==> src/hdl/i2a_pkg.sv <==
// ----------------------------------------------------------------------------
// i2a_pkg: shared types and constants for the integer-to-ASCII formatter
// Holds the command and result structs, the controller states and the
// character and request codes.
// ----------------------------------------------------------------------------
package i2a_pkg;

	localparam int MagW      = 32;
	localparam int DecDigits = 10;
	localparam int HexDigits = 8;
	localparam int BcdW      = 4 * DecDigits;

	localparam logic [1:0] REQ_DEC = 2'd0;

	localparam logic [7:0] CHR_ZERO  = 8'h30;
	localparam logic [7:0] CHR_MINUS = 8'h2D;
	localparam logic [7:0] CHR_SPACE = 8'h20;
	localparam logic [7:0] CHR_UPPER = 8'h41;
	localparam logic [7:0] CHR_LOWER = 8'h61;

	typedef struct packed {
		logic [1:0]  req_type;
		logic [31:0] value;
		logic        zero_pad;
		logic [3:0]  field_width;
	} cmd_t;

	typedef struct packed {
		logic [7:0] out_char;
		logic       last_char;
	} rsp_t;

	typedef enum logic [2:0] {
		ST_IDLE,
		ST_CONV,
		ST_TRIM,
		ST_PAD,
		ST_SIGN,
		ST_DIGIT
	} state_t;

endpackage

==> src/hdl/i2a_dabble.sv <==
// ----------------------------------------------------------------------------
// i2a_dabble: bit-serial binary to BCD converter
// Shifts the magnitude in one bit per cycle, adjusting each BCD digit by
// three when it is five or more, and pulses done when all ten digits are ready.
// ----------------------------------------------------------------------------
module i2a_dabble
	import i2a_pkg::*;
(
	input  logic             clk,
	input  logic             arst_n,
	input  logic             load,
	input  logic [MagW-1:0]  mag,
	output logic             done,
	output logic [BcdW-1:0]  bcd
);

	localparam int CntW = $clog2(MagW);

	logic [MagW-1:0] mag_q;
	logic [BcdW-1:0] bcd_q;
	logic [BcdW-1:0] adj;
	logic [CntW-1:0] cnt_q;
	logic            active_q;
	logic            done_q;

	// Each digit is adjusted on its own before the shift.
	always_comb begin
		for (int i = 0; i < DecDigits; i++) begin
			if (bcd_q[4*i +: 4] >= 4'd5) begin
				adj[4*i +: 4] = bcd_q[4*i +: 4] + 4'd3;
			end else begin
				adj[4*i +: 4] = bcd_q[4*i +: 4];
			end
		end
	end

	always_ff @(posedge clk or negedge arst_n) begin
		if (!arst_n) begin
			active_q <= 1'b0;
			done_q   <= 1'b0;
			cnt_q    <= '0;
		end else begin
			done_q <= 1'b0;
			if (load) begin
				active_q <= 1'b1;
				cnt_q    <= '0;
			end else if (active_q) begin
				cnt_q <= cnt_q + 1'b1;
				if (cnt_q == CntW'(MagW - 1)) begin
					active_q <= 1'b0;
					done_q   <= 1'b1;
				end
			end
		end
	end

	always_ff @(posedge clk) begin
		if (load) begin
			mag_q <= mag;
			bcd_q <= '0;
		end else if (active_q) begin
			mag_q <= {mag_q[MagW-2:0], 1'b0};
			bcd_q <= {adj[BcdW-2:0], mag_q[MagW-1]};
		end
	end

	assign done = done_q;
	assign bcd  = bcd_q;

endmodule

==> src/hdl/integer_to_ascii_field_formatter_core.sv <==
// ----------------------------------------------------------------------------
// integer_to_ascii_field_formatter_core: printf-style integer field formatter
// Formats one 32-bit value as signed decimal or hex text with padding and
// emits it one ASCII character per cycle.
// ----------------------------------------------------------------------------
// Usage: drive a command onto cmd and raise start. The transaction is taken
// at a rising edge where start is high and busy is low; busy stays high
// until the last character of that field has been registered.
// Each character is qualified by strobe, which is high for exactly one cycle
// per character, and result.last_char marks the final character of the field. The
// receiver cannot stall, so every strobed character must be taken as it
// appears.
// Sequence: decimal requests run a bit-serial binary to BCD conversion,
// then strip leading zero digits one per cycle (up to nine), then emit one
// character per cycle. A hex field skips the conversion and strips up to
// seven zero digits. The output holds any pad and sign characters ahead
// of the digits. A new command may be accepted in the cycle in which the
// last character is on the outputs.
// Reset clears the controller to idle and drops strobe; no partial field
// survives a reset.
// ----------------------------------------------------------------------------
module integer_to_ascii_field_formatter_core
	import i2a_pkg::*;
#(
	parameter int MAX_WIDTH = 9
) (
	input  logic clk,
	input  logic arst_n,
	input  logic start,
	input  cmd_t cmd,
	output logic busy,
	output logic strobe,
	output rsp_t result
);

	localparam logic [3:0] MaxW = 4'(MAX_WIDTH);

	state_t state_q, state_d;

	// Field attributes captured when the transaction is accepted.
	logic       upper_q, upper_d;
	logic       zpad_q, zpad_d;
	logic       neg_q, neg_d;
	logic [3:0] wsat_q, wsat_d;

	// Digit register, most significant digit in the top nibble.
	logic [BcdW-1:0] dig_q, dig_d;
	logic [3:0]      ndig_q, ndig_d;
	logic [3:0]      pad_q, pad_d;

	logic strobe_q, strobe_d;
	rsp_t res_q, res_d;

	// Decimal converter hookup.
	logic            dab_load;
	logic            dab_done;
	logic [BcdW-1:0] dab_bcd;
	logic [MagW-1:0] mag;

	logic [3:0] top_dig;
	logic [3:0] text_len;
	logic [3:0] pad_calc;
	logic [7:0] dig_char;
	logic [7:0] pad_char;
	logic       is_dec;
	logic       in_neg;

	assign is_dec = (cmd.req_type == REQ_DEC);
	assign in_neg = is_dec & cmd.value[MagW-1];
	// The most negative value negates to itself, which is correct when read
	// as an unsigned magnitude.
	assign mag    = in_neg ? (MagW'(0) - cmd.value) : cmd.value;

	i2a_dabble u_dabble (
		.clk    (clk),
		.arst_n (arst_n),
		.load   (dab_load),
		.mag    (mag),
		.done   (dab_done),
		.bcd    (dab_bcd)
	);

	assign top_dig  = dig_q[BcdW-1 -: 4];
	assign text_len = ndig_q + {3'b000, neg_q};
	assign pad_calc = (wsat_q > text_len) ? (wsat_q - text_len) : 4'd0;
	assign pad_char = zpad_q ? CHR_ZERO : CHR_SPACE;

	always_comb begin
		if (top_dig > 4'd9) begin
			dig_char = (upper_q ? CHR_UPPER : CHR_LOWER) + {4'b0000, top_dig} - 8'd10;
		end else begin
			dig_char = CHR_ZERO + {4'b0000, top_dig};
		end
	end

	always_comb begin
		state_d  = state_q;
		upper_d  = upper_q;
		zpad_d   = zpad_q;
		neg_d    = neg_q;
		wsat_d   = wsat_q;
		dig_d    = dig_q;
		ndig_d   = ndig_q;
		pad_d    = pad_q;
		strobe_d = 1'b0;
		res_d    = res_q;
		dab_load = 1'b0;
		unique case (state_q)
			ST_IDLE: begin
				if (start) begin
					upper_d = cmd.req_type[1];
					zpad_d  = cmd.zero_pad;
					neg_d   = in_neg;
					wsat_d  = (cmd.field_width > MaxW) ? MaxW : cmd.field_width;
					if (is_dec) begin
						dab_load = 1'b1;
						state_d  = ST_CONV;
					end else begin
						dig_d   = {cmd.value, {(BcdW-MagW){1'b0}}};
						ndig_d  = 4'(HexDigits);
						state_d = ST_TRIM;
					end
				end
			end
			ST_CONV: begin
				if (dab_done) begin
					dig_d   = dab_bcd;
					ndig_d  = 4'(DecDigits);
					state_d = ST_TRIM;
				end
			end
			ST_TRIM: begin
				// Drop leading zero digits, but always keep at least one.
				if (top_dig == 4'd0 && ndig_q > 4'd1) begin
					dig_d  = {dig_q[BcdW-5:0], 4'b0000};
					ndig_d = ndig_q - 4'd1;
				end else begin
					pad_d = pad_calc;
					if (neg_q && zpad_q) begin
						state_d = ST_SIGN;
					end else if (pad_calc != 4'd0) begin
						state_d = ST_PAD;
					end else if (neg_q) begin
						state_d = ST_SIGN;
					end else begin
						state_d = ST_DIGIT;
					end
				end
			end
			ST_PAD: begin
				strobe_d        = 1'b1;
				res_d.out_char  = pad_char;
				res_d.last_char = 1'b0;
				pad_d           = pad_q - 4'd1;
				if (pad_q == 4'd1) begin
					state_d = (neg_q && !zpad_q) ? ST_SIGN : ST_DIGIT;
				end
			end
			ST_SIGN: begin
				// With zero padding the sign leads and the zeros follow it.
				strobe_d        = 1'b1;
				res_d.out_char  = CHR_MINUS;
				res_d.last_char = 1'b0;
				state_d         = (zpad_q && pad_q != 4'd0) ? ST_PAD : ST_DIGIT;
			end
			ST_DIGIT: begin
				strobe_d        = 1'b1;
				res_d.out_char  = dig_char;
				res_d.last_char = (ndig_q == 4'd1);
				dig_d           = {dig_q[BcdW-5:0], 4'b0000};
				ndig_d          = ndig_q - 4'd1;
				if (ndig_q == 4'd1) begin
					state_d = ST_IDLE;
				end
			end
			default: begin
				state_d = ST_IDLE;
			end
		endcase
	end

	always_ff @(posedge clk or negedge arst_n) begin
		if (!arst_n) begin
			state_q  <= ST_IDLE;
			strobe_q <= 1'b0;
		end else begin
			state_q  <= state_d;
			strobe_q <= strobe_d;
		end
	end

	always_ff @(posedge clk) begin
		upper_q <= upper_d;
		zpad_q  <= zpad_d;
		neg_q   <= neg_d;
		wsat_q  <= wsat_d;
		dig_q   <= dig_d;
		ndig_q  <= ndig_d;
		pad_q   <= pad_d;
		res_q   <= res_d;
	end

	assign busy   = (state_q != ST_IDLE);
	assign strobe = strobe_q;
	assign result = res_q;

endmodule
==> config.mk <==
export PLATFORM = sky130hd
export DESIGN_NAME = integer_to_ascii_field_formatter_core
export DESIGN_NICKNAME = d
export VERILOG_FILES = /design/src/hdl/i2a_pkg.sv /design/src/hdl/i2a_dabble.sv /design/src/hdl/integer_to_ascii_field_formatter_core.sv
export SDC_FILE = /design/constraint.sdc
export NUM_CORES = 1
export LEC_CHECK = 0
export ABC_AREA = 1
export BUFFER_PORTS_ARGS = -buffer_cell sky130_fd_sc_hd__buf_4
export CORE_AREA = 2 2 168 154
export CTS_CLUSTER_SIZE = 28
export DETAILED_ROUTE_END_ITERATION = 8
export DIE_AREA = 0 0 170 156
export GPL_TIMING_DRIVEN = 0
export PLACE_DENSITY_LB_ADDON = 0.25
export SLEW_MARGIN = 5
export SYNTH_ARGS = -nofsm -noshare
export SYNTH_HDL_FRONTEND = slang
export SYNTH_SLANG_ARGS = --single-unit
==> constraint.sdc <==
create_clock -name clk -period 11.6 [get_ports clk]
set_clock_uncertainty 0.15 [all_clocks]
set_input_delay 2.32 -clock clk [delete_from_list [all_inputs] [get_ports clk]]
set_output_delay 2.32 -clock clk [all_outputs]
set_load 0.02 [all_outputs]
== Yosys cells after proc, flatten, opt, wreduce, memory -nomap -nowiden ==
Index checks and enable logic that the tools add are counted.

* Input port bits: 42
* Flip-flop bits (word level): 147

* Reductions and logical operators: 20
* Order comparisons: 14
* Eq/ne operators: 15
* Bitwise operators: 1
* Mux-type cells: 54
* $add $sub $neg: 19

{| class="wikitable"
|+ Operators with widths
! operator !! count
|-
| $mux 40 || 4
|-
| $pmux 40 s4 || 1
|-
| $mux 32 || 3
|-
| $mux 4 || 15
|-
| $ge 4x3->1 const B || 10
|-
| $add 4x2->4 const B || 9
|-
| $sub 1x32->32 const A || 1
|-
| $mux 3 || 9
|-
| $pmux 9 s3 || 1
|-
| $pmux 3 s6 || 1
|-
| $pmux 4 s4 || 1
|-
| $mux 5 || 3
|-
| $mux 1 || 12
|-
| $ne 2x2->1 const B || 6
|-
| $reduce_bool 4->1 || 3
|-
| $reduce_and 5->1 || 2
|-
| $add 7x4->8 || 1
|-
| $eq 4x1->1 const B || 2
|-
| $gt 4x4->1 const B || 2
|-
| $mux 8 || 1
|-
| $pmux 4 s2 || 1
|-
| $sub 4x1->4 const B || 2
|-
| $sub 8x4->8 const B || 1
|-
| $add 6x4->7 const A || 1
|-
| 23 further kinds || 31
|}

== Depth between registers and ports, before layout ==
* Depth after elaboration: 8
* Mapped depth: 15
* Mapped depth without buffers: 15

== By module ==
A second synthesis with hierarchy kept.

* Cell total of the unflattened synthesis: 1041
* Area total of the unflattened synthesis: 8558.2 um^2

{| class="wikitable"
|+ Modules (own cells, without submodules)
! module !! sequential area each (um^2) !! instances !! area an instance (um^2) !! cells each
|-
| integer_to_ascii_field_formatter_core || 1991.9 || 1 || 4626.9 || 535
|-
| i2a_dabble || 1936.9 || 1 || 3931.3 || 506
|}

== Worst setup path before layout ==
OpenSTA, ideal clock, no wires.

* Path type: input -> register
* Start point: in cmd[37] in the netlist's numbering
* End point: reg dig_q[0], enable pin
* Stages: 4
* Arrival: 5.547 ns
* Setup time: 0.500 ns
* Slack: 5.403 ns
* Cell sequence: inv_1 > nand2_1 > nor2_4 > nor3_1

* Longest elaborated chain between the ends: 3

{| class="wikitable"
|+ Ends and longest elaborated chain
! element !! RTL line !! source
|-
| start, declared || integer_to_ascii_field_formatter_core.sv:30 || <nowiki>input cmd_t cmd,</nowiki>
|-
| $logic_not 2->1 || integer_to_ascii_field_formatter_core.sv:68 || <nowiki>assign is_dec = (cmd.req_type == REQ_DEC);</nowiki>
|-
| $ne 2x2->1 (no line) || n/a ||
|-
| $reduce_and 5->1 (no line) || n/a ||
|-
| end signal, assigned || integer_to_ascii_field_formatter_core.sv:197 || <nowiki>dig_q <= dig_d;</nowiki>
|-
| end, declared || integer_to_ascii_field_formatter_core.sv:47 || <nowiki>logic [BcdW-1:0] dig_q, dig_d;</nowiki>
|}

Every way passes these cells.
A chain may end at the register's enable or synchronous reset.

== Final worst setup path ==
* Start point: in cmd[38] in the netlist's numbering
* End point: reg u_dabble.mag_q[25] (data pin)

{| class="wikitable"
|+ RTL lines
! element !! RTL line !! source
|-
| $logic_not 2->1 || integer_to_ascii_field_formatter_core.sv:68 ||
|-
| $and 1x1->1 || integer_to_ascii_field_formatter_core.sv:69 || <nowiki>assign in_neg = is_dec & cmd.value[MagW-1];</nowiki>
|-
| named net in_neg || integer_to_ascii_field_formatter_core.sv:66 || <nowiki>logic in_neg;</nowiki>
|-
| $mux 32 || integer_to_ascii_field_formatter_core.sv:72 || <nowiki>assign mag = in_neg ? (MagW'(0) - cmd.value) : cmd.value;</nowiki>
|-
| $mux 32 || i2a_dabble.sv:58 || <nowiki>if (load) begin</nowiki>
|-
| end signal, assigned || i2a_dabble.sv:59 || <nowiki>mag_q <= mag;</nowiki>
|-
| end signal, assigned || i2a_dabble.sv:62 || <nowiki>mag_q <= {mag_q[MagW-2:0], 1'b0};</nowiki>
|-
| end, declared || i2a_dabble.sv:19 || <nowiki>logic [MagW-1:0] mag_q;</nowiki>
|}

The timed path passes the listed nets, and every way through them passes these cells.

==> impl_metrics.env <==
export IMPL_final_nets=1078
export IMPL_htree_num_levels=4
export IMPL_seq_power_share=0.380
export IMPL_tritoncts="yes"
export IMPL_die_width_um=170
export IMPL_syn_area_um2=8080
export IMPL_synth_xor_area_share=0.0412
export IMPL_post_cts_setup_buffers=0
export IMPL_cp_arrival_ns=4.13
export IMPL_drive_gt1_frac=0.132
export IMPL_grt_first_pass_wirelength_mm=35.3
export IMPL_grt_max_degree=42
export IMPL_setup_tns_ns=0
export IMPL_setup_viol=0
export IMPL_dr_pass1_iters=5
export IMPL_powerDensity_nw_per_um2=281
export IMPL_drt_iter0_markers=507
export IMPL_syn_inst=925
export IMPL_cts_hold_buf=0
export IMPL_portBuffers=51
export IMPL_post_route_period_util=0.353
export IMPL_dieArea_um2=26500
export IMPL_antennaDiodeCount=0
export IMPL_io_pins=53
export IMPL_timing_max_slew_rel_slack=0.271
export IMPL_clock_latency_ns=0.42
export IMPL_ys_ff_latch=146
export IMPL_tightest_slew_ns=1.09
export IMPL_die_h_um=156
export IMPL_place_inst=1293
export IMPL_ctsResizeCount=0
export IMPL_areaGrowthSynthToFinish_pct=17.2
export IMPL_ir_worst_vdd_mv=0.106
export IMPL_postSynthAreaPerCell_um2=8.74
export IMPL_yosysTopAreaCell="edfxtp_1"
export IMPL_drc=0
export IMPL_start_util=0.326
export IMPL_outcome="finished clean"
export IMPL_power_mw=2.67
export IMPL_cts_root_buf="clkbuf_16"
export IMPL_grt_ovfl_total=0
export IMPL_viasPerCell=5.05
export IMPL_crit_fanout=10
export IMPL_cts_sinks=146
export IMPL_seq_area_frac_synth=0.486
export IMPL_cts_buffer_depth=2
export IMPL_synth_distinct_cells=45
export IMPL_core_area_um2=24800
export IMPL_pwr_share_clk=0.208
export IMPL_clk_pin_slew_worst_paths_ns=0.07
export IMPL_max_cap_viol_count=0
export IMPL_drt_total_wl_mm=22.1
export IMPL_critical_path_required_ns=11.63
export IMPL_final_antenna_net_count=0
export IMPL_synth_simple_area_share=0.183
export IMPL_instances_no_fill=1325
export IMPL_hold_viol_final=0
export IMPL_cp_start_kind="input pin"
export IMPL_synth_compound_area_share=0.148
export IMPL_slew_violations=0
export IMPL_synth_area_top_cells="edfxtp_1, dfxtp_1, nand2_1"
export IMPL_antenna_found_initial=0
export IMPL_synth_fa_ha_area_frac=0.0582
export IMPL_synth_top_family_by_area="simple AND/OR/NAND/NOR gates"
export IMPL_hold_class="register to register"
export IMPL_internal_power_mw=1.61
export IMPL_grt_pass1_vias=6470
export IMPL_crit_type="input pin to register"
export IMPL_grt_use_total=0.174
export IMPL_power_leakage_nw=4.11
export IMPL_cts_buffers_inserted=17
export IMPL_end_kind="register"
export IMPL_rsz0062_at_grt="no"
export IMPL_swShare=0.398
export IMPL_synthMuxAreaShare=0
export IMPL_synth_top_area_frac=0.353
export IMPL_fmax_mhz=244
export IMPL_place_congestion=0.864
export IMPL_synth_nets=1004
export IMPL_p_sw_mw=1.06
export IMPL_finalCriticalPeriod_ns=4.09
export IMPL_hpwlAfterDp_mm=16.1
export IMPL_fillers=2513
export IMPL_rows=55
export IMPL_vias=6687
export IMPL_yosys_warnings=0
export IMPL_pwr_share_comb=0.412
export IMPL_post_drt_wl_per_cell_um=16.7
per-stage QoR:
stage | area [um^2] | utilization | worst slack, ns | hold WS, ns
floorplan | 8080 | - | 5.40 | 0.272
global placement | 8860 | 0.358 | 3.45 | 0.325
detailed placement | 8900 | 0.359 | 7.15 | 0.333
CTS | 9480 | 0.382 | 7.60 | 0.342
global route | 9480 | 0.382 | 7.42 | 0.375
finish | 9480 | 0.382 | 7.51 | 0.344
final cells by class:
type / count / area (um^2) / area share
plain buffers: 32 / 171 / 0.0181
clock buffers: 19 / 443 / 0.0467
clock inverters: 13 / 136 / 0.0144
inverters: 132 / 497 / 0.0524
multi-input cells: 615 / 3490 / 0.368
flip-flops and latches: 146 / 3930 / 0.415
well taps: 313 / 392 / 0.0413
repair buffers: 55 / 417 / 0.0440
placed cells by master (no fill, tap or decap), drive strengths merged:
master | Yosys | layout
o41ai | 1 | 1
conb | 1 | 1
nor3b | 1 | 1
ha | 36 | 36
a21oi | 24 | 24
a311oi | 1 | 1
a211oi | 1 | 1
and2 | 1 | 1
clkinvlp | 0 | 4
clkinv | 1 | 7
nand3 | 58 | 58
a32oi | 9 | 9
clkbuf | 11 | 30
fa | 1 | 1
xor2 | 34 | 34
bufinv | 0 | 2
nand4 | 7 | 7
o221ai | 25 | 25
o31ai | 7 | 7
and3 | 1 | 1
dfrtp | 11 | 11
edfxtp | 95 | 95
a31oi | 4 | 4
inv | 131 | 132
o211ai | 21 | 21
o22ai | 12 | 12
nor3 | 6 | 6
dfxtp | 40 | 40
or2 | 2 | 2
nand3b | 2 | 2
o21ai | 87 | 87
nor2 | 67 | 67
nand2 | 202 | 202
buf | 21 | 76
xnor2 | 4 | 4
cells by family after synthesis:
logic type               count (synthesis)
other                                    1
buffers and inverters                  164
flip-flops                             146
AND/OR/NAND/NOR                        347
XOR/XNOR                                38
adder cells (fa/ha/maj)                 37
AO/OA/AOI/OAI                          192
cell usage after synthesis (all sizes together):
library cell,instances
nor3,6
o21ai,87
nand3b,2
o211ai,21
and2,1
a21oi,24
and3,1
buf,21
a311oi,1
nand3,58
ha,36
inv,131
dfxtp,40
a32oi,9
clkbuf,11
nand4,7
or2,2
o41ai,1
conb,1
xnor2,4
clkinv,1
nor3b,1
dfrtp,11
o221ai,25
a31oi,4
a211oi,1
edfxtp,95
o22ai,12
fa,1
nor2,67
o31ai,7
nand2,202
xor2,34
sequential cells by signal, summed over array words and instances (netlist names):
register           cells
wsat_q                 4
result                 8
strobe                 1
state_q                3
u_dabble.bcd          40
u_dabble.done          1
u_dabble.mag_q        32
u_dabble.active_q      1
neg_q                  1
zpad_q                 1
ndig_q                 4
u_dabble.cnt_q         5
pad_q                  4
upper_q                1
dig_q                 40
power groups by stage:
stage | sequential [mW] | clock, mW | combinational (mW)
2_1_floorplan | 1.01 | 0 | 0.775
3_3_place_gp | 1.03 | 0 | 1.06
3_5_place_dp | 1.02 | 0 | 1.09
4_1_cts | 1.01 | 0.566 | 1.10
5_1_grt | 1.04 | 0.584 | 1.25
6_report | 1.01 | 0.554 | 1.10
layer usage:
metal  up-vias  GRT usage  wire [um]
li1       3304          -          -
met1      3182      0.245      10700
met2       176      0.265       9660
met3        25     0.0416       1410
met4         0     0.0501        411
met5         -          0          0
critical path, stage by stage:
cell and delay, ns:
buf_4 0.12, nor2_1 0.21, nand2_1 0.30, inv_2 0.22
buf_2 0.28, buf_2 0.33, nand3_1 0.12, nand3_1 0.14
nand2_1 0.07
path summary, 6_finish.rpt:
kind | startpoint | end | slack [ns] | cells past startpoint
setup / recovery | cmd[38] | u_dabble.mag_q[25]$_DFFE_PP_ | 7.51 | 9
hold / removal | u_dabble.bcd[39]$_SDFFE_PP0P_ | u_dabble.bcd[39]$_SDFFE_PP0P_ | 0.34 | 2
setup reg to reg | ndig_q[0]$_SDFFCE_PP0P_ | dig_q[20]$_DFFE_PP_ | 8.67 | 10
hold reg to reg | u_dabble.bcd[39]$_SDFFE_PP0P_ | u_dabble.bcd[39]$_SDFFE_PP0P_ | 0.34 | 2
max in group asynchronous | arst_n | u_dabble.cnt_q[4]$_DFFE_PN0P_ | 9.54 | 1
min in group asynchronous | arst_n | u_dabble.cnt_q[3]$_DFFE_PN0P_ | 1.58 | 1
No activity file was read; power rests on OpenSTA's default activity.
